File: config.mk
export PLATFORM = sky130hd
export DESIGN_NAME = ffha_ram
export DESIGN_NICKNAME = d
export VERILOG_FILES = /design/src/sv/first_fit_heap_allocator_assert.svh /design/src/sv/ffha_ram.sv
export SDC_FILE = /design/constraint.sdc
export NUM_CORES = 1
export LEC_CHECK = 0
export ABC_AREA = 0
export BUFFER_PORTS_ARGS = -buffer_cell sky130_fd_sc_hd__buf_2
export CORE_ASPECT_RATIO = 1.2
export CORE_MARGIN = 3
export CORE_UTILIZATION = 54
export DETAILED_ROUTE_END_ITERATION = 12
export PLACE_DENSITY = 0.8
export RECOVER_POWER = 50
export SLEW_MARGIN = 20
export SYNTH_ARGS = -nofsm -noshare
export SYNTH_HDL_FRONTEND = slang
export SYNTH_SLANG_ARGS = --single-unit
export TNS_END_PERCENT = 20
File: constraint.sdc
create_clock -name clk -period 1.87 [get_ports clk]
set_clock_uncertainty 0.2 [all_clocks]
set_input_delay 0.374 -clock clk [delete_from_list [all_inputs] [get_ports clk]]
set_output_delay 0.374 -clock clk [all_outputs]
set_load 0.02 [all_outputs]
File: src/sv/first_fit_heap_allocator_assert.svh
// assertion macros for the heap allocator
`ifndef FIRST_FIT_HEAP_ALLOCATOR_ASSERT_SVH
`define FIRST_FIT_HEAP_ALLOCATOR_ASSERT_SVH

// antecedent implies consequent in the same cycle
`define FFHA_ASSERT_NOW(lbl, ante, cons, msg) \
    lbl: assert property (@(posedge clk) disable iff (!rst_n) (ante) |-> (cons)) \
        else $error(msg);

// antecedent implies consequent in the next cycle
`define FFHA_ASSERT_NEXT(lbl, ante, cons, msg) \
    lbl: assert property (@(posedge clk) disable iff (!rst_n) (ante) |=> (cons)) \
        else $error(msg);

`endif

File: src/sv/ffha_ram.sv
// ----------------------------------------------------------------------------
// ffha_ram
// simple dual-port ram, one write and one registered read port
// ----------------------------------------------------------------------------
module ffha_ram #(
    parameter int DATA_W = 8,
    parameter int DEPTH  = 16
) (
    input  logic                     clk,
    input  logic                     wr_en,
    input  logic [$clog2(DEPTH)-1:0] wr_addr,
    input  logic [DATA_W-1:0]        wr_data,
    input  logic                     rd_en,
    input  logic [$clog2(DEPTH)-1:0] rd_addr,
    output logic [DATA_W-1:0]        rd_data
);

    logic [DATA_W-1:0] mem [DEPTH];
    logic [DATA_W-1:0] rd_data_reg;

    always_ff @(posedge clk)
    begin
        if (wr_en)
        begin
            mem[wr_addr] <= wr_data;
        end
        if (rd_en)
        begin
            rd_data_reg <= mem[rd_addr];
        end
    end

    assign rd_data = rd_data_reg;

endmodule

* After elaboration in Yosys (flattened, before gate mapping)
Memories as Yosys holds them, arrays and structs flattened. A register that Yosys moved wholly into a read port is not among the register bits.
Cells that the tools add are included.
** Storage, ports and cells
- Register bits after elaboration :: 0
- Bits in writable memories :: 128
- Input port bits :: 19
- Output and inout port bits :: 8
- Memories kept :: 1
** Cells by class
- Multiplexer cells :: 2
** Memory list
- mem :: words 16, bits a word 8, read ports 1, clocked after memory_dff 1, wr ports 1, RTL line ffha_ram.sv:18 : logic [DATA_W-1:0] mem [DEPTH];
** Operator list (number)
- $mux 1 :: 2

* Longest topological paths before layout
Gate-level depths: netlist (run 1).
- Depth in word-level cells :: 2
- Gate-level depth with buffers :: 5

* Least setup slack after synthesis (run 1)
Ideal clock, no wire load.
- Kind :: input port to flip-flop
- Start point :: in wr_addr[2]
- End point :: mem mem[0][0], enable pin
- Arrival :: 1.484 ns
- Slack :: -0.197 ns
- Stages on the path :: 2
- Path buffers :: 0
- Cell sequence :: or3b_2 nor3_1
** RTL lines
- start: declaration :: RTL line ffha_ram.sv:11 : input logic [$clog2(DEPTH)-1:0] wr_addr,
- end: declaration :: RTL line ffha_ram.sv:18
Straight into the memory's write port.

* Worst setup path after layout (run 1)
- Start point :: reg rd_data_reg[4] (netlist: rd_data[4]), read port of mem
- End point :: out rd_data[4]
** RTL lines
- start: declaration :: RTL line ffha_ram.sv:19 : logic [DATA_W-1:0] rd_data_reg;
- end: declaration :: RTL line ffha_ram.sv:15 : output logic [DATA_W-1:0] rd_data
No word-level cell between the ends.

==> impl_metrics.yaml, run 1 <==
finish:
  largest_reg_flops: 128
  fin_util: 0.668
  drive_above_1_share: 0.285
  fill_cells: 597
  nets: 308
  finalNonFillerCells: 422
  diodes: 0
  area_growth_pct: 17.8
  final_area_um2: 6160
cts:
  clockBufferDepth: 2
  ctsHoldBuffers: 0
  cts_made_buffers: 17
  clock_sinks: 136
  clk_latency_ns: 0.52
  post_cts_buffers: 0
  clkTransAtPathRegs_ns: 0.06
  cts_tree: "yes"
  root_buffer: "clkbuf_8"
  cts_resized: 0
  h-tree-depth: 4
floorplan:
  ios: 27
  fp.dieArea_um2: 10900
  die_w_um: 95.8
  num_rows: 38
  start_util: 0.567
  die-height_um: 114
  core_um2: 9220
setup_path:
  cp_max_fo: 1
  cp-start-kind: "flip-flop"
  critPathCaptureType: "output port"
  cp_data_required_time_ns: 1.30
  cp.arrival_ns: 1.12
  cp_cell_sequence: "buf_2"
  slowest_stage: "edfxtp_1"
  path_delay_family: "flip-flops"
  path_buf_inv: 1
  crit_type: "flip-flop to output port"
  critPathMaxStageDelay_ns: 0.41
placed_design:
  dpl.hpwl_um: 6270
  place_area_um2: 5660
  pre_cts_ws_ns: -0.215
  gp_congestion: 0.783
  io_buffers: 26
  dp.cells: 390
sta:
  layout_min_cycle_time_ns: 1.69
  rsz0062_at_grt: "false"
  finalWorstSetupSlack_ns: 0.176
  finalSetupViolCount: 0
  drv_slew: 0
  fmax_mhz: 590
  tns_ns: 0
  slew_headroom: 0.499
  fin_crit_sh: 0.906
  max_slew.worst_pin.slew_ns: 0.749
  hold_violations: 0
grt:
  track_usage: 0.204
  overflow: 0
  antenna_found_initial: 0
  grt_first_pass_wirelength_um: 15200
  grt_pass1_vias: 2589
  grt_max_degree: 18
power_and_ir_drop:
  ir_drop_v: 0.000854
  leakage_uw: 0.00208
  powerDensity_nw_per_um2: 1080
job:
  cap_violations: 0
synth:
  synth.distinct_cells: 18
  yosysWarnings: 0
  synth_area_um2: 5230
  avgSynthCellArea_um2: 22.8
  synthesis.instances: 229
  synth_seq_area_share: 0.781
  synth_seq_cells: 136
  synth_fp_nets: 248
drt:
  drt_first_pass_iters: 4
  drtIter0Drc: 302
  num_vias: 2494
  ant_nets: 0
  drc_errors: 0
  vias_per_cell: 5.91
  routed_wl_um: 9640
  wire_per_inst_um: 22.9
outcome:
  outcome: "finished clean"
hold_path:
  min_path_type: "input port to flip-flop"
==> power breakdown <==
group,leakage (uW),total [uW],internal (uW),switching (uW)
Clock,0.000255,2830,1720,1120
Sequential,0.00124,3460,3440,17.4
Combinational,0.000593,333,141,193
==> final timing paths <==
| check | startpoint | to | slack, ns | cells past startpoint |
|---|---|---|---|---|
| max | rd_data[4] | rd_data[4] | 0.18 | 1 |
| min | rd_en | rd_data[4] | 0.16 | 1 |
| max reg2reg | mem[0][1] | rd_data[1] | 0.20 | 3 |
| min reg2reg | mem[14][3] | rd_data[3] | 0.54 | 3 |
==> per-stage QoR <==
| step | power (uW) | hold slack (ns) |
|---|---|---|
| final | 6620 | 0.163 |
| after global routing | 6840 | 0.152 |
| after CTS | 6670 | 0.0100 |
| after detailed placement | 3850 | 0.533 |
| after global placement | 3830 | 0.519 |
| after floorplan | 3700 | 0.273 |
==> placed cells by master, fill, tap and decap left out <==
master	count
nand2b_1	2
nor2b_1	1
nand3_1	1
edfxtp_1	136
mux4_2	18
bufinv_16	1
buf_4	20
nor3_2	1
clkinv_2	7
and2_1	1
clkbuf_1	13
nand2_1	9
nor3_1	3
mux4_1	14
and2b_1	1
nor2_1	13
clkinv_1	4
nand3b_1	2
or3b_2	1
buf_2	16
buf_12	4
clkbuf_8	1
a22oi_1	16
clkinvlp_4	1
clkbuf_16	16
==> routing by layer <==
layer	share of wire	GRT usage	wire, um	vias to the layer above
li1	-	-	-	1102
met1	0.39	0.268	3760	1265
met2	0.52	0.321	5020	110
met3	0.072	0.0620	697	17
met4	0.017	0.0835	161	0
met5	0	0	0	-
==> cells in the mapped netlist (all sizes together) <==
master | number | area share
nand3 | 1 | 0.00096
and2 | 1 | 0.0012
and2b | 1 | 0.0014
nand2 | 9 | 0.0065
nor3 | 4 | 0.0038
nand2b | 2 | 0.0024
clkdlybuf4s25 | 3 | 0.0057
a22oi | 16 | 0.023
nand3b | 2 | 0.0029
nor2 | 13 | 0.0093
buf | 7 | 0.011
nor2b | 1 | 0.0012
edfxtp | 136 | 0.78
or3b | 1 | 0.0017
mux4 | 32 | 0.15
==> cells by family after synthesis <==
| logic type | after synthesis | share of synthesized area |
|---|---|---|
| simple gates | 35 | 0.0314 |
| buf+inv | 10 | 0.0165 |
| mux | 32 | 0.148 |
| flops | 136 | 0.781 |
| compound gates | 16 | 0.0230 |
==> cell type report <==
cell class	count	area, um2	share of cell area
sequential	136	4080	0.663
multi-input combinational	83	1060	0.173
clock buffer	19	422	0.0685
timing repair buffer	51	352	0.0571
tap	120	150	0.0244
clock inverter	13	87.6	0.0142
(Power assumes the default switching activity.)
==> run 2, diff against run 1 <==
BUFFER_PORTS_ARGS = default   (was -buffer_cell sky130_fd_sc_hd__buf_2)
CORE_UTILIZATION = 62   (was 54)
DONT_BUFFER_PORTS = 1   (was default)
PLACE_DENSITY = 0.84   (was 0.8)
clock period = 1.85 ns   (was 1.87 ns; I/O delays follow)
==> run 2 against run 1 <==
Final cell count down 6.6%. Combinational power down 26%. First-iteration DRC count down 22%. Highest routed layer unchanged. Global-route usage up 3.2 points.
==> impl_metrics.yaml, run 2 (same netlist as run 1, synthesis figures left out) <==
outcome:
  outcome: "finished clean"
finish:
  mostFrequentLayoutCells: "136 x edfxtp_1, 18 x mux4_2, 16 x a22oi_1, 16 x clkbuf_16, 16 x clkbuf_1"
  area_growth_pct: 15.0
  nets: 286
  largest_reg_flops: 128
  diodes: 0
  drive_above_1_share: 0.168
  finalNonFillerCells: 394
  final_common_cell: "edfxtp_1"
sta:
  max_slew.worst_pin.slew_ns: 0.722
  slew_headroom: 0.519
  hold_ws_ns: 0.0368
  layout_min_cycle_time_ns: 1.79
  hold_violations: 0
  fin_crit_sh: 0.967
  rsz0062_at_grt: "false"
  finalSetupViolCount: 0
  fmax_mhz: 559
  drv_slew: 0
placed_design:
  io_buffers: 0
  dpl.hpwl_um: 6010
  dp.cells: 351
  gp_congestion: 0.761
drt:
  ant_nets: 0
  vias_per_cell: 6.18
  drt_first_pass_iters: 5
  routed_wl_um: 10100
  drc_errors: 0
  num_vias: 2433
  drtIter0Drc: 237
  wire_per_inst_um: 25.6
setup_path:
  critPathCaptureType: "flip-flop"
  cp.arrival_ns: 1.81
  cp_max_fo: 8
  crit_type: "input port to flip-flop"
  cp_data_required_time_ns: 1.88
  cp-start-kind: "input port"
power_and_ir_drop:
  switching_share: 0.195
  seqPwrFrac: 0.518
  powerDensity_nw_per_um2: 1130
  p_clk_frac: 0.445
  leakage_uw: 0.00195
  intPower_uw: 5460
  switchingPower_uw: 1320
  ir_drop_v: 0.000754
  combPwrFrac: 0.036
floorplan:
  ios: 27
  die-height_um: 107
  die_w_um: 89.8
  start_util: 0.641
  core_um2: 8150
  num_rows: 36
  fp.dieArea_um2: 9570
grt:
  grt_max_degree: 33
  antenna_found_initial: 0
  overflow: 0
  grt_pass1_vias: 2583
  track_usage: 0.235
  grt_first_pass_wirelength_um: 15600
cts:
  root_buffer: "clkbuf_8"
  clk_latency_ns: 0.52
  clkTransAtPathRegs_ns: 0.06
  clockBufferDepth: 2
  h-tree-depth: 4
  cts_tree: "yes"
  clock_sinks: 136
  cts_made_buffers: 17
hold_path:
  min_path_type: "input port to flip-flop"
job:
  cap_violations: 0
## run 2: cell count changes in the layout (fill, tap and decap cells not counted), moves of 3 or more
cell	delta
buf_4	-17
buf_2	-16
dlygate4sd3_1	+11
buf_12	-4
clkbuf_1	+3
clkinv_1	+3
clkinv_2	-3
## run 2: final cells by class
class                           count  area (um2)
Clock buffer                       18         418
Clock inverter                     14         114
Fill cell                         464        2140
Multi-Input combinational cell     83        1060
Sequential cell                   136        4080
Tap cell                          114         143
Timing Repair Buffer               29         189
## run 2: routing by layer
layer,up-vias,GRT usage,wire [um]
met5,-,0,0
met4,0,0.123,304
met3,25,0.0695,746
met2,132,0.373,5230
met1,1217,0.302,3810
li1,1059,-,-
## run 2: power groups by stage
| stage | combinational [uW] | sequential (uW) | clock [uW] |
|---|---|---|---|
| 3_5_place_dp | 192 | 3580 | 0 |
| 4_1_cts | 254 | 3520 | 3060 |
| 2_1_floorplan | 175 | 3570 | 0 |
| 5_1_grt | 267 | 3520 | 3180 |
| 6_report | 245 | 3520 | 3020 |
| 3_3_place_gp | 186 | 3570 | 0 |
## run 2: worst max-delay path, cell delays in order
cell and delay (ns):
dlygate4sd3_1 0.54, nor3_2 0.15, dlygate4sd3_1 0.56, buf_4 0.18
## run 2: repair_timing
item / CTS / global route
hold endpoints to repair: 144 / 0
setup endpoints to repair: 0 / 0
gates resized for setup: 0 / 0
hold buffers: 11 / 0
buffers inserted: 0 / 0
## run 2: stage by stage
| stage | worst slack (ns) | instance area, um2 | TNS [ns] | power, uW | util |
|---|---|---|---|---|---|
| finish | 0.0607 | 6010 | 0 | 6780 | 0.737 |
| global route | 0.0324 | 6010 | 0 | 6970 | 0.737 |
| CTS | 0.0844 | 6070 | 0 | 6830 | 0.744 |
| detailed placement | 0.0905 | 5420 | 0 | 3770 | 0.665 |
| global placement | 0.117 | 5420 | 0 | 3760 | 0.665 |
| floorplan | -0.00241 | 5230 | -0.00969 | 3740 | - |
## run 2: path summary, 6_finish.rpt
| kind | endpoint | startpoint | cells past startpoint | slack (ns) |
|---|---|---|---|---|
| max | mem[0][3] | wr_addr[1] | 4 | 0.06 |
| min | rd_data[0] | rd_addr[1] | 3 | 0.04 |
| max reg2reg | rd_data[7] | mem[11][7] | 3 | 0.13 |
| min reg2reg | rd_data[0] | mem[14][0] | 3 | 0.56 |
==> run 3, diff against run 2 <==
ABC_AREA = default   (was 0)
CORE_UTILIZATION = 56   (was 62)
PLACE_DENSITY = 0.8   (was 0.84)
clock period = 1.6 ns   (was 1.85 ns; I/O delays follow)
==> run 3 against run 2 <==
Clock-buffer cell count up 1. Cell area increased by 0.65%. The run now ends with setup timing left. Largest cell class unchanged. Sequential share of layout area shrank 0.44 points. Final cell count grew 1.8%. Non-clock buffer count fell by 1. Via count fell by 0.25%. Register-to-register slack worse by 0.15 ns.
==> impl_metrics.yaml, run 3 (same netlist as run 1, synthesis figures left out) <==
drt:
  drt_first_pass_iters: 5
  num_vias: 2427
  drtIter0Drc: 377
  routed_wl_um: 9760
  drc_errors: 0
  vias_per_cell: 6.05
  ant_nets: 0
  wire_per_inst_um: 24.3
power_and_ir_drop:
  powerDensity_nw_per_um2: 1320
  seqPwrFrac: 0.510
  ir_drop_v: 0.000965
  leakage_uw: 0.00190
  intPower_uw: 6360
  switching_share: 0.202
  p_clk_frac: 0.452
  switchingPower_uw: 1610
  combPwrFrac: 0.038
sta:
  fmax_mhz: 618
  finalWorstSetupSlack_ns: -0.0186
  hold_violations: 0
  layout_min_cycle_time_ns: 1.62
  tns_ns: -0.0247
  drv_slew: 0
  finalSetupViolCount: 2
  fin_crit_sh: 1.01
  hold_ws_ns: 0.00601
  max_slew.worst_pin.slew_ns: 0.851
  rsz0062_at_grt: "true"
  slew_headroom: 0.430
finish:
  area_growth_pct: 15.7
  drive_above_1_share: 0.262
  nets: 285
  final_common_cell: "edfxtp_1"
  mostFrequentLayoutCells: "136 x edfxtp_1, 32 x mux4_2, 16 x clkbuf_16"
  largest_reg_flops: 128
setup_path:
  cp_max_fo: 1
  slowest_stage: "mux4_2"
  cp_cell_sequence: "mux4_2 -> a22oi_2 -> nand2_1"
  critPathCaptureType: "flip-flop"
  path_buf_inv: 0
  critPathMaxStageDelay_ns: 0.50
  path_delay_family: "multiplexers"
  cp_data_required_time_ns: 1.67
  crit_type: "flip-flop to flip-flop"
  cp.arrival_ns: 1.69
  cp-start-kind: "flip-flop"
hold_path:
  min_path_type: "input port to flip-flop"
grt:
  antenna_found_initial: 1
  grt_first_pass_wirelength_um: 15500
  grt_max_degree: 33
  overflow: 0
  track_usage: 0.210
  grt_pass1_vias: 2602
placed_design:
  gp_congestion: 0.730
  io_buffers: 0
  dpl.hpwl_um: 6010
cts:
  clk_latency_ns: 0.52
  clock_sinks: 136
  root_buffer: "clkbuf_8"
  post_cts_buffers: 0
  h-tree-depth: 4
  cts_tree: "yes"
  clkTransAtPathRegs_ns: 0.06
  clockBufferDepth: 2
  cts_made_buffers: 17
floorplan:
  fp.dieArea_um2: 10500
  num_rows: 38
  start_util: 0.576
  ios: 27
  die_w_um: 94.2
  die-height_um: 112
  core_um2: 9080
outcome:
  outcome: "finished, violations left"
  violations: "setup timing"
job:
  cap_violations: 0
[run 3: cell count changes in the layout (fill, tap and decap cells not counted), moves of 3 or more]
| cell | change |
|---|---|
| mux4_1 | -14 |
| mux4_2 | +14 |
| a22oi_1 | -8 |
| a22oi_2 | +8 |
| clkinv_1 | -5 |
| clkinvlp_4 | +3 |
[run 3: timing repair]
action | CTS | global route
setup endpoints to repair | 7 | 8
pin swaps | 2 | 1
hold buffers | 11 | 0
resized for setup | 9 | 0
endpoints found under the hold margin | 175 | 0
[run 3: per-stage QoR]
step	power, uW	cell area (um2)	setup WS (ns)	util	std cells
finish	7970	6050	-0.0186	0.666	401
global route	8190	6050	-0.0698	0.666	400
CTS	8030	6140	-0.00911	0.676	399
detailed placement	4370	5440	-0.0765	0.599	356
global placement	4360	5440	-0.0542	0.599	356
floorplan	4350	5230	-0.120	-	229
[run 3: worst paths after layout]
| check | from | to | slack [ns] | depth (start not counted) |
|---|---|---|---|---|
| min reg2reg | mem[14][3] | rd_data[3] | 0.57 | 3 |
| max reg2reg | mem[12][5] | rd_data[5] | -0.02 | 3 |
| min | rd_addr[1] | rd_data[6] | 0.006 | 3 |
| max | mem[12][5] | rd_data[5] | -0.02 | 3 |
[run 3: layer usage]
metal  up-vias  routed length, um  global-route usage
met4         0                287              0.0954
li1       1047                  -                   -
met1      1247               3890               0.276
met5         -                  0                   0
met2       108               4940               0.321
met3        25                652              0.0709
[run 3: worst register-to-register path, stage by stage (launching register included)]
cell	delay (ns)
edfxtp_1	0.42
mux4_2	0.51
a22oi_2	0.15
nand2_1	0.09
[run 3: power groups by stage]
| stage | logic (uW) | registers [uW] | clock network, uW |
|---|---|---|---|
| floorplan | 224 | 4130 | 0 |
| global placement | 221 | 4140 | 0 |
| detailed placement | 224 | 4140 | 0 |
| CTS | 315 | 4070 | 3650 |
| global route | 328 | 4070 | 3790 |
| finish | 304 | 4070 | 3600 |
[run 3: area by class of cell]
type / count / area [um2]
sequential: 136 / 4080
fill: 565 / 3030
multi-input combinational: 83 / 1060
clock buffer: 19 / 422
timing repair buffer: 28 / 201
tap: 120 / 150
clock inverter: 13 / 130
antenna: 2 / 5.00
