==> src/sv/first_fit_heap_allocator_assert.svh <==
// assertion macros for the heap allocator
`ifndef FIRST_FIT_HEAP_ALLOCATOR_ASSERT_SVH
`define FIRST_FIT_HEAP_ALLOCATOR_ASSERT_SVH

// antecedent implies consequent in the same cycle
`define FFHA_ASSERT_NOW(lbl, ante, cons, msg) \
    lbl: assert property (@(posedge clk) disable iff (!rst_n) (ante) |-> (cons)) \
        else $error(msg);

// antecedent implies consequent in the next cycle
`define FFHA_ASSERT_NEXT(lbl, ante, cons, msg) \
    lbl: assert property (@(posedge clk) disable iff (!rst_n) (ante) |=> (cons)) \
        else $error(msg);

`endif

==> src/sv/ffha_pkg.sv <==
// ----------------------------------------------------------------------------
// ffha_pkg
// shared types and codes of the first-fit heap allocator
// ----------------------------------------------------------------------------
package ffha_pkg;

    localparam logic [1:0] MODE_ALLOC  = 2'd0;
    localparam logic [1:0] MODE_FREE   = 2'd1;
    localparam logic [1:0] MODE_REPORT = 2'd2;

    localparam logic [1:0] ST_OK      = 2'd0;
    localparam logic [1:0] ST_NOSPACE = 2'd1;
    localparam logic [1:0] ST_BADPTR  = 2'd2;

    typedef struct packed {
        logic [1:0]  mode;
        logic [15:0] request_bytes;
        logic [15:0] block_offset;
    } req_t;

    typedef struct packed {
        logic [1:0]  status;
        logic [11:0] granted_offset;
        logic [11:0] used_bytes;
        logic [9:0]  used_blocks;
    } rsp_t;

    typedef struct packed {
        logic idle;
        logic done;
    } ctrl_status_t;

endpackage

==> src/sv/ffha_ctrl.sv <==
// ----------------------------------------------------------------------------
// ffha_ctrl
// header walk sequencer: reads block headers, splits, merges and sums
// ----------------------------------------------------------------------------
module ffha_ctrl
    import ffha_pkg::*;
#(
    parameter int HEAP_BYTES = 4096
) (
    input  logic                                  clk,
    input  logic                                  rst_n,
    input  logic                                  start,
    input  req_t                                  cmd,
    input  logic                                  out_free,
    output ctrl_status_t                          status,
    output rsp_t                                  result,
    output logic                                  rd_en,
    output logic [$clog2(HEAP_BYTES/8)-1:0]       rd_addr,
    input  logic [$clog2(HEAP_BYTES/8)+1-1:0]     rd_data,
    output logic                                  wr_en,
    output logic [$clog2(HEAP_BYTES/8)-1:0]       wr_addr,
    output logic [$clog2(HEAP_BYTES/8)+1-1:0]     wr_data
);

    localparam int GRANULES = HEAP_BYTES / 8;
    localparam int GW = $clog2(GRANULES);
    localparam int PW = GW + 1;
    localparam int EW = GW + 1;
    localparam logic [PW-1:0] END_G = PW'(GRANULES);
    localparam logic [GW-1:0] INIT_SZ = GW'(GRANULES - 1);

    localparam logic [2:0] S_IDLE = 3'd0;
    localparam logic [2:0] S_RD   = 3'd1;
    localparam logic [2:0] S_EVAL = 3'd2;
    localparam logic [2:0] S_RDN  = 3'd3;
    localparam logic [2:0] S_EVN  = 3'd4;
    localparam logic [2:0] S_WR1  = 3'd5;
    localparam logic [2:0] S_WR2  = 3'd6;
    localparam logic [2:0] S_FIN  = 3'd7;

    logic [2:0]    state_reg, state_next;
    logic [1:0]    mode_reg, mode_next;
    logic [PW-1:0] pos_reg, pos_next;
    logic [PW-1:0] need_reg, need_next;
    logic [PW-1:0] obj_reg, obj_next;
    logic          prev_free_reg, prev_free_next;
    logic [GW-1:0] prev_pos_reg, prev_pos_next;
    logic [GW-1:0] prev_sz_reg, prev_sz_next;
    logic [PW-1:0] acc_reg, acc_next;
    logic [PW-1:0] sum_reg, sum_next;
    logic [PW-1:0] cnt_reg, cnt_next;
    logic          init_reg, init_next;
    logic          zero_hit_reg, zero_hit_next;
    logic [GW-1:0] wa1_reg, wa1_next;
    logic [EW-1:0] wd1_reg, wd1_next;
    logic [GW-1:0] wa2_reg, wa2_next;
    logic [EW-1:0] wd2_reg, wd2_next;
    rsp_t          res_reg, res_next;

    logic [EW-1:0] hdr;
    logic          h_used;
    logic [PW-1:0] h_sz;
    logic [PW-1:0] adv_pos;
    logic [16:0]   need_b;
    logic [31:0]   need_g;
    logic [31:0]   obj_g;
    logic          alloc_bad;
    logic          free_bad;
    logic [PW-1:0] split_pos;
    logic [PW-1:0] split_sz;
    logic [PW-1:0] base_acc;
    logic [31:0]   grant_b;
    logic [31:0]   bytes_b;
    logic [31:0]   cnt_w;

    // entry 0 reads as the reset block until it is first written
    assign hdr     = zero_hit_reg ? {INIT_SZ, 1'b0} : rd_data;
    assign h_used  = hdr[0];
    assign h_sz    = {1'b0, hdr[EW-1:1]};
    assign adv_pos = pos_reg + PW'(1) + h_sz;

    assign need_b    = {1'b0, cmd.request_bytes} + 17'd7;
    assign need_g    = 32'(need_b[16:3]);
    assign alloc_bad = (cmd.request_bytes == 16'd0) || (need_g + 32'd1 > 32'(GRANULES));
    assign obj_g     = 32'(cmd.block_offset[15:3]) - 32'd1;
    assign free_bad  = (cmd.block_offset < 16'd8) || (cmd.block_offset[2:0] != 3'd0)
                       || (obj_g >= 32'(GRANULES));

    assign split_pos = pos_reg + PW'(1) + need_reg;
    assign split_sz  = h_sz - PW'(1) - need_reg;
    assign base_acc  = (prev_free_reg ? ({1'b0, prev_sz_reg} + PW'(1)) : PW'(0)) + h_sz;
    assign grant_b   = (32'(pos_reg) + 32'd1) << 3;
    assign bytes_b   = 32'(sum_reg) << 3;
    assign cnt_w     = 32'(cnt_reg);

    always_comb
    begin
        state_next     = state_reg;
        mode_next      = mode_reg;
        pos_next       = pos_reg;
        need_next      = need_reg;
        obj_next       = obj_reg;
        prev_free_next = prev_free_reg;
        prev_pos_next  = prev_pos_reg;
        prev_sz_next   = prev_sz_reg;
        acc_next       = acc_reg;
        sum_next       = sum_reg;
        cnt_next       = cnt_reg;
        init_next      = init_reg;
        wa1_next       = wa1_reg;
        wd1_next       = wd1_reg;
        wa2_next       = wa2_reg;
        wd2_next       = wd2_reg;
        res_next       = res_reg;
        rd_en          = 1'b0;
        rd_addr        = pos_reg[GW-1:0];
        wr_en          = 1'b0;
        wr_addr        = wa2_reg;
        wr_data        = wd2_reg;
        status.idle    = (state_reg == S_IDLE);
        status.done    = 1'b0;

        case (state_reg)
            S_IDLE:
            begin
                if (start)
                begin
                    mode_next      = cmd.mode;
                    pos_next       = '0;
                    need_next      = PW'(need_g);
                    obj_next       = PW'(obj_g);
                    prev_free_next = 1'b0;
                    sum_next       = '0;
                    cnt_next       = '0;
                    res_next       = '0;
                    state_next     = S_RD;
                    case (cmd.mode)
                        MODE_ALLOC:
                        begin
                            if (alloc_bad)
                            begin
                                res_next.status = ST_NOSPACE;
                                state_next      = S_FIN;
                            end
                        end
                        MODE_FREE:
                        begin
                            if (free_bad)
                            begin
                                res_next.status = ST_BADPTR;
                                state_next      = S_FIN;
                            end
                        end
                        MODE_REPORT:
                        begin
                            state_next = S_RD;
                        end
                        default:
                        begin
                            state_next = S_FIN;
                        end
                    endcase
                end
            end

            S_RD:
            begin
                if (pos_reg >= END_G || (mode_reg == MODE_FREE && pos_reg > obj_reg))
                begin
                    case (mode_reg)
                        MODE_ALLOC:  res_next.status = ST_NOSPACE;
                        MODE_FREE:   res_next.status = ST_BADPTR;
                        default:
                        begin
                            res_next.used_bytes  = bytes_b[11:0];
                            res_next.used_blocks = cnt_w[9:0];
                        end
                    endcase
                    state_next = S_FIN;
                end
                else
                begin
                    rd_en      = 1'b1;
                    state_next = S_EVAL;
                end
            end

            S_EVAL:
            begin
                pos_next   = adv_pos;
                state_next = S_RD;
                case (mode_reg)
                    MODE_ALLOC:
                    begin
                        if (!h_used && h_sz >= need_reg)
                        begin
                            res_next.granted_offset = grant_b[11:0];
                            wa2_next = pos_reg[GW-1:0];
                            if (h_sz >= need_reg + PW'(2))
                            begin
                                wa1_next   = split_pos[GW-1:0];
                                wd1_next   = {split_sz[GW-1:0], 1'b0};
                                wd2_next   = {need_reg[GW-1:0], 1'b1};
                                state_next = S_WR1;
                            end
                            else
                            begin
                                wd2_next   = {h_sz[GW-1:0], 1'b1};
                                state_next = S_WR2;
                            end
                        end
                    end
                    MODE_FREE:
                    begin
                        if (pos_reg == obj_reg)
                        begin
                            if (!h_used)
                            begin
                                res_next.status = ST_BADPTR;
                                state_next      = S_FIN;
                            end
                            else
                            begin
                                wa2_next = prev_free_reg ? prev_pos_reg : pos_reg[GW-1:0];
                                acc_next = base_acc;
                                wd2_next = {base_acc[GW-1:0], 1'b0};
                                // look at the following block for a merge
                                state_next = (adv_pos < END_G) ? S_RDN : S_WR2;
                            end
                        end
                        else
                        begin
                            prev_free_next = !h_used;
                            prev_pos_next  = pos_reg[GW-1:0];
                            prev_sz_next   = h_sz[GW-1:0];
                        end
                    end
                    default:
                    begin
                        if (h_used)
                        begin
                            sum_next = sum_reg + h_sz;
                            cnt_next = cnt_reg + PW'(1);
                        end
                    end
                endcase
            end

            S_RDN:
            begin
                rd_en      = 1'b1;
                state_next = S_EVN;
            end

            S_EVN:
            begin
                if (!h_used)
                begin
                    acc_next = acc_reg + PW'(1) + h_sz;
                    wd2_next = {acc_next[GW-1:0], 1'b0};
                end
                state_next = S_WR2;
            end

            S_WR1:
            begin
                wr_en      = 1'b1;
                wr_addr    = wa1_reg;
                wr_data    = wd1_reg;
                state_next = S_WR2;
            end

            S_WR2:
            begin
                wr_en      = 1'b1;
                state_next = S_FIN;
            end

            S_FIN:
            begin
                if (out_free)
                begin
                    status.done = 1'b1;
                    state_next  = S_IDLE;
                end
            end

            default:
            begin
                state_next = S_IDLE;
            end
        endcase

        if (wr_en && wr_addr == '0)
        begin
            init_next = 1'b0;
        end
        zero_hit_next = rd_en && (rd_addr == '0) && init_reg;
    end

    always_ff @(posedge clk or negedge rst_n)
    begin
        if (!rst_n)
        begin
            state_reg    <= S_IDLE;
            init_reg     <= 1'b1;
            zero_hit_reg <= 1'b0;
        end
        else
        begin
            state_reg    <= state_next;
            init_reg     <= init_next;
            zero_hit_reg <= zero_hit_next;
        end
    end

    always_ff @(posedge clk)
    begin
        mode_reg      <= mode_next;
        pos_reg       <= pos_next;
        need_reg      <= need_next;
        obj_reg       <= obj_next;
        prev_free_reg <= prev_free_next;
        prev_pos_reg  <= prev_pos_next;
        prev_sz_reg   <= prev_sz_next;
        acc_reg       <= acc_next;
        sum_reg       <= sum_next;
        cnt_reg       <= cnt_next;
        wa1_reg       <= wa1_next;
        wd1_reg       <= wd1_next;
        wa2_reg       <= wa2_next;
        wd2_reg       <= wd2_next;
        res_reg       <= res_next;
    end

    assign result = res_reg;

`include "first_fit_heap_allocator_assert.svh"

    `FFHA_ASSERT_NOW(a_wr_state, wr_en, state_reg == S_WR1 || state_reg == S_WR2, "write outside write state")
    `FFHA_ASSERT_NOW(a_rd_range, state_reg == S_EVAL, pos_reg < END_G, "header read past heap end")
    `FFHA_ASSERT_NEXT(a_done_once, status.done, state_reg == S_IDLE && !status.done, "result given twice")
    `FFHA_ASSERT_NEXT(a_init_sticky, !init_reg, !init_reg, "reset block came back")

endmodule

==> config.mk <==
export PLATFORM = sky130hd
export DESIGN_NAME = ffha_ctrl
export DESIGN_NICKNAME = d
export VERILOG_FILES = /design/src/sv/ffha_pkg.sv /design/src/sv/ffha_ctrl.sv
export VERILOG_INCLUDE_DIRS = /design/src /design/src/sv
export SDC_FILE = /design/constraint.sdc
export NUM_CORES = 1
export LEC_CHECK = 0
export BUFFER_PORTS_ARGS = -buffer_cell sky130_fd_sc_hd__clkbuf_2
export CAP_MARGIN = 25
export CORE_ASPECT_RATIO = 0.8
export CORE_MARGIN = 2
export CORE_UTILIZATION = 59
export DETAILED_ROUTE_END_ITERATION = 10
export GPL_TIMING_DRIVEN = 0
export PLACE_DENSITY = 0.93
export SYNTH_ARGS = -nofsm -noshare
export SYNTH_HDL_FRONTEND = slang
export SYNTH_SLANG_ARGS = --single-unit
==> constraint.sdc <==
create_clock -name clk -period 5.3 [get_ports clk]
set_clock_uncertainty 0.2 [all_clocks]
set_input_delay 0.795 -clock clk [delete_from_list [all_inputs] [get_ports clk]]
set_output_delay 0.795 -clock clk [all_outputs]
set_load 0.02 [all_outputs]
== After elaboration in Yosys (flattened, before gate mapping) ==
Index checks and enable logic that the tools add are counted.
Word-level totals
  bits of input ports: 48
  output and inout port bits: 68
  flip-flop bits (word level): 159
  logic and storage cells: 183
Operators by class
  bitwise gates (word level): 1
  eq/ne operators: 32
  multiplexer cells: 67
  $add $sub $neg: 16
  reductions and logical operators: 38
  magnitude comparators: 8
Operators by type and width (number)
  $mux W10: 17
  $pmux W10 S2: 6
  $mux W9: 5
  $mux W22: 2
  $pmux W22 S2: 1
  $add A10 B9 Y10: 4
  $mux W36: 1
  $ge A32 B10 Y1 const B: 1
  $add A10 B1 Y10 const B: 3
  $ne A2 B2 Y1 const B: 14
  $mux W3: 9
  $mux W12: 2
  $pmux W12 S2: 1
  $pmux W3 S7: 1
  $ge A9 B10 Y1: 2
  $reduce_and A4 Y1: 5
  $logic_not A9 Y1: 2
  $pmux W9 S2: 1
  $add A16 B3 Y17 const B: 1
  $logic_not A16 Y1: 1
  $lt A16 B4 Y1 const B: 1
  $add A14 B1 Y15 const B: 1
  $gt A15 B10 Y1 const B: 1
  $sub A13 B1 Y14 const B: 1
  other kinds (39): 79

== Depth between registers and ports, before layout ==
  depth after elaboration: 8
  gate-level depth with buffers: 13
  depth with buffers taken out: 12

== Worst setup path after synthesis ==
OpenSTA, ideal clock, no wires.
  path kind: input port to flip-flop
  from: input port rd_data[2]
  to: register wa1_reg[0] (enable)
  stages: 9
  path buffers: 1
  data required time: 4.684 ns
  setup slack: 0.866 ns
  setup time: 0.416 ns
  arrival time: 3.818 ns
  cells stage by stage: or2_2 -> ha_1 -> o21bai_1 -> a21oi_1 -> o21ai_0 -> o21a_1 -> buf_4 -> inv_1 -> nor3_1
Between the ends
  word-level cells in the longest chain between the ends: 4
  elaborated cells between the ends (all ways): 5
  classes of those cells: 2 x order compare; 1 x mux; 2 x reduce/logical
RTL lines
  from (decl): RTL line ffha_ctrl.sv:19  | input logic [$clog2(HEAP_BYTES/8)+1-1:0] rd_data,
  $mux W10 *: RTL line ffha_ctrl.sv:77  | assign hdr = zero_hit_reg ? {INIT_SZ, 1'b0} : rd_data;
  $ge A9 B10 Y1: RTL line ffha_ctrl.sv:195  | if (!h_used && h_sz >= need_reg)
  $logic_and A1 B1 Y1: RTL line ffha_ctrl.sv:195
  $reduce_and A4 Y1 (no line) *
  to (signal assigned): RTL line ffha_ctrl.sv:329  | wa1_reg <= wa1_next;
  to (decl): RTL line ffha_ctrl.sv:54  | logic [GW-1:0] wa1_reg, wa1_next;
Every way passes the cells marked *; elsewhere a longest branch is shown, timed or not.
A chain may end at the register's enable or synchronous reset.

== Worst setup path in the final report ==
  from: register zero_hit_reg
  to: register wd1_reg[9] (enable)
Between the ends
  word-level cells in the longest chain between the ends: 4
  elaborated cells between the ends (all ways): 6
  classes of those cells: 2 x order compare; 1 x mux; 3 x reduce/logical
RTL lines
  from (decl): RTL line ffha_ctrl.sv:53  | logic zero_hit_reg, zero_hit_next;
  from (signal assigned): RTL line ffha_ctrl.sv:313  | zero_hit_reg <= zero_hit_next;
  $mux W10 *: RTL line ffha_ctrl.sv:77
  net hdr[1]: RTL line ffha_ctrl.sv:60  | logic [EW-1:0] hdr;
  $ge A9 B10 Y1: RTL line ffha_ctrl.sv:195
  $logic_and A1 B1 Y1: RTL line ffha_ctrl.sv:195
  $reduce_and A4 Y1 (no line) *
  to (signal assigned): RTL line ffha_ctrl.sv:330  | wd1_reg <= wd1_next;
  to (decl): RTL line ffha_ctrl.sv:55  | logic [EW-1:0] wd1_reg, wd1_next;
The timed path passes the listed nets; every way through them passes the cells marked *.

==> run_results.csv <==
group,metric,value,unit
global_routing,antenna_found_initial,0,
pwr,vdd_drop_max,0.000264,V
clock_tree,cts_tree,"built",
global_routing,grt_overflow,0,
timing,finalMaxSlewViolations,0,
finish,utilization,70.2,%
finish,n_antenna_cell,0,
global_routing,grt_pass1_vias,7428,
yosys,avgSynthCellArea,10.8,sq um
finish,drive_gt1_share,20.4,%
setup_path,critPathCaptureType,"flop",
yosys,synth_edf_count,146,
drt,via_per_inst,6.07,
finish,largest_reg_flops,30,
yosys,async_flop_share,3.31,%
floorplan,core,0.0159,sq mm
finish,layout_common_cells,"146 x edfxtp_1, 110 x clkbuf_2, 74 x ha_1",
global_routing,grt_usage,28.8,%
pwr,cellLeakagePower,4.57,nW
setup_path,crit_path_max_incr_delay,760,ps
clock_tree,insertion_delay,430,ps
placement,portBuffers,109,
timing,worstMarginPinSlew,1020,ps
drt,routedWlPerCell,19.6,um
floorplan,die_x,147,um
finish,nNetsFinal,1155,
setup_path,arrival,4330,ps
finish,area_growth,15.5,%
timing,slew_headroom,32.1,%
pwr,p_per_area,384,mW/mm^2
timing,maxClockFrequency,228,MHz
hold_path,holdCritPathClass,"reg2reg",
drt,dr.pass1.iters,8,
clock_tree,cts_resized,0,
clock_tree,cts_buffer_depth,2,
job,cap_violations,0,
yosys,syn-cell-area,0.00964,sq mm
timing,hold_viol,0,
timing,period_share,82.9,%
yosys,synth_seq_cells,151,
clock_tree,cts_setup_buffers,0,
drt,postRouteAntennaNets,0,
drt,drc,0,
run_status,status,"finished, final reports clean",
setup_path,required,5240,ps
floorplan,die_h,118,um
finish,final_common_cell,"edfxtp_1",
yosys,ys_types,68,
clock_tree,clock_sinks,151,
setup_path,crit_chain,"clkbuf_2 -> or2_2 -> ha_1 -> nor2b_1 -> o21bai_1 -> a21oi_1 -> o21ai_0 -> o21a_1 -> buf_4 -> inv_1 -> nor3_2 -> buf_6",
timing,setup_tns,0,ps
setup_path,worst_path_max_delay_cell,"nor3_2",
timing,finalWorstPathRequiredPeriod,4390,ps
floorplan,rows,41,
yosys,ys.warnings.count,0,
setup_path,critPathLaunchType,"flop",
drt,wl,24700,um
setup_path,path_max_fanout,10,
yosys,syn_inst,889,
pwr,power,4.27,mW
placement,placed_cell_area,0.0105,sq mm
global_routing,grt_max_degree,26,
clock_tree,cts_buffers,17,
global_routing,grt_pass1_wl,38600,um
placement,dp_hpwl,17900,um
floorplan,die_area,0.0174,sq mm
setup_path,crit_type,"reg2reg",
timing,rsz0062_at_grt,"false",
clock_tree,cts.clk_slew.worst_paths,60,ps
finish,fill_cells,1076,
timing,setup_viol,0,
finish,finalInstanceArea,0.0111,sq mm
yosys,synth-main-ff-cell,"edfxtp_1",
clock_tree,htree_levels,4,
yosys,ys_seq_area_share,46.8,%
placement,routabilityCongestion,0.964,
drt,route.vias.total,7612,
clock_tree,clockRootBuffer,"clkbuf_16",
floorplan,start_util,60.8,%
floorplan,ios,116,
drt,drtIter0Drc,759,
## what timing repair did
| action | CTS | global route |
|---|---|---|
| hold buffers | 1 | 0 |
| hold endpoints to repair | 4 | 0 |
| setup endpoints to repair | 0 | 0 |
## layout make-up
| type | count | area (sq um) | area share, % |
|---|---|---|---|
| timing repair buffer | 114 | 597 | 5.36 |
| tap | 215 | 269 | 2.42 |
| clock inverter | 14 | 164 | 1.47 |
| inverter | 57 | 214 | 1.92 |
| buffer | 40 | 223 | 2.00 |
| sequential | 151 | 4510 | 40.5 |
| clock buffer | 18 | 429 | 3.86 |
| multi-input combinational | 646 | 4720 | 42.4 |
## worst paths after layout
path / from / end / slack (ps) / depth (start not counted)
worst max-delay path: zero_hit_reg$_DFF_PN0_ / wd1_reg[9]$_DFFE_PP_ / 910 / 12
worst min-delay path: init_reg$_DFFE_PN1P_ / init_reg$_DFFE_PN1P_ / 280 / 2
worst max register to register: zero_hit_reg$_DFF_PN0_ / wd1_reg[9]$_DFFE_PP_ / 910 / 12
worst min register to register: init_reg$_DFFE_PN1P_ / init_reg$_DFFE_PN1P_ / 280 / 2
max in group asynchronous: rst_n / init_reg$_DFFE_PN1P_ / 4130 / 2
min in group asynchronous: rst_n / state_reg[0]$_DFFE_PN0P_ / 530 / 2
## critical path: cells and delay by family, from the launching register on
family | cells | cell delay, ps
flip-flops | 1 | 410
AND/OR/NAND/NOR | 3 | 1290
adder cells (fa/ha/maj) | 1 | 370
AO/OA/AOI/OAI | 4 | 1070
buffers and inverters | 4 | 740
## report_power, final
part,internal (mW),switching [mW]
registers,1.49,0.0838
clock network,0.707,0.524
logic,0.548,0.914
total,2.75,1.52
## kinds of logic (layout without fill, tap and decap cells)
logic type	Yosys count	in the layout	share of synthesized area, %
and+or+nand+nor	272	272	14.5
AOI/OAI and AO/OA	164	164	11.0
DFF	151	151	46.8
buffers and inverters	97	243	4.53
xor gates and xnor gates	91	91	8.50
adders and majority gates	81	81	11.0
muxes	32	32	3.73
other	1	6	0.0389
## metal layers
layer / GRT usage (%) / share of wire, %
met5: 0 / 0
met4: 13.0 / 3.8
met3: 6.95 / 11
met2: 44.5 / 45
met1: 38.7 / 40
## synth_stat cells (5+ instances only)
cell / number / share of area [%]
edfxtp_1: 146 / 45
ha_1: 74 / 9.6
nor2_1: 61 / 2.4
nand2_1: 59 / 2.3
inv_1: 57 / 2.2
xnor2_1: 54 / 4.9
a21oi_1: 53 / 2.8
o21ai_0: 36 / 1.9
xor2_1: 35 / 3.2
and2_1: 34 / 2.2
mux2_2: 27 / 3.2
nand3_1: 21 / 1.1
nor3_1: 20 / 1.0
clkbuf_1: 19 / 0.74
a21o_1: 17 / 1.3
buf_4: 17 / 1.3
o211ai_1: 12 / 0.93
and3_1: 11 / 0.71
nor2b_1: 10 / 0.65
nor4_1: 10 / 0.65
nand2b_1: 9 / 0.58
nand4_1: 8 / 0.52
o21bai_1: 8 / 0.62
or2_2: 8 / 0.52
fa_1: 6 / 1.2
a31oi_1: 5 / 0.32
## through the flow
step / cells / setup slack, ps / hold slack, ps
3_3_place_gp: 1218 / -204 / 259
3_5_place_dp: 1221 / 784 / 272
4_1_cts: 1254 / 969 / 290
5_1_grt: 1255 / 769 / 297
2_1_floorplan: 894 / 866 / 224
6_report: 1255 / 909 / 281
(Power assumes the default switching activity.)
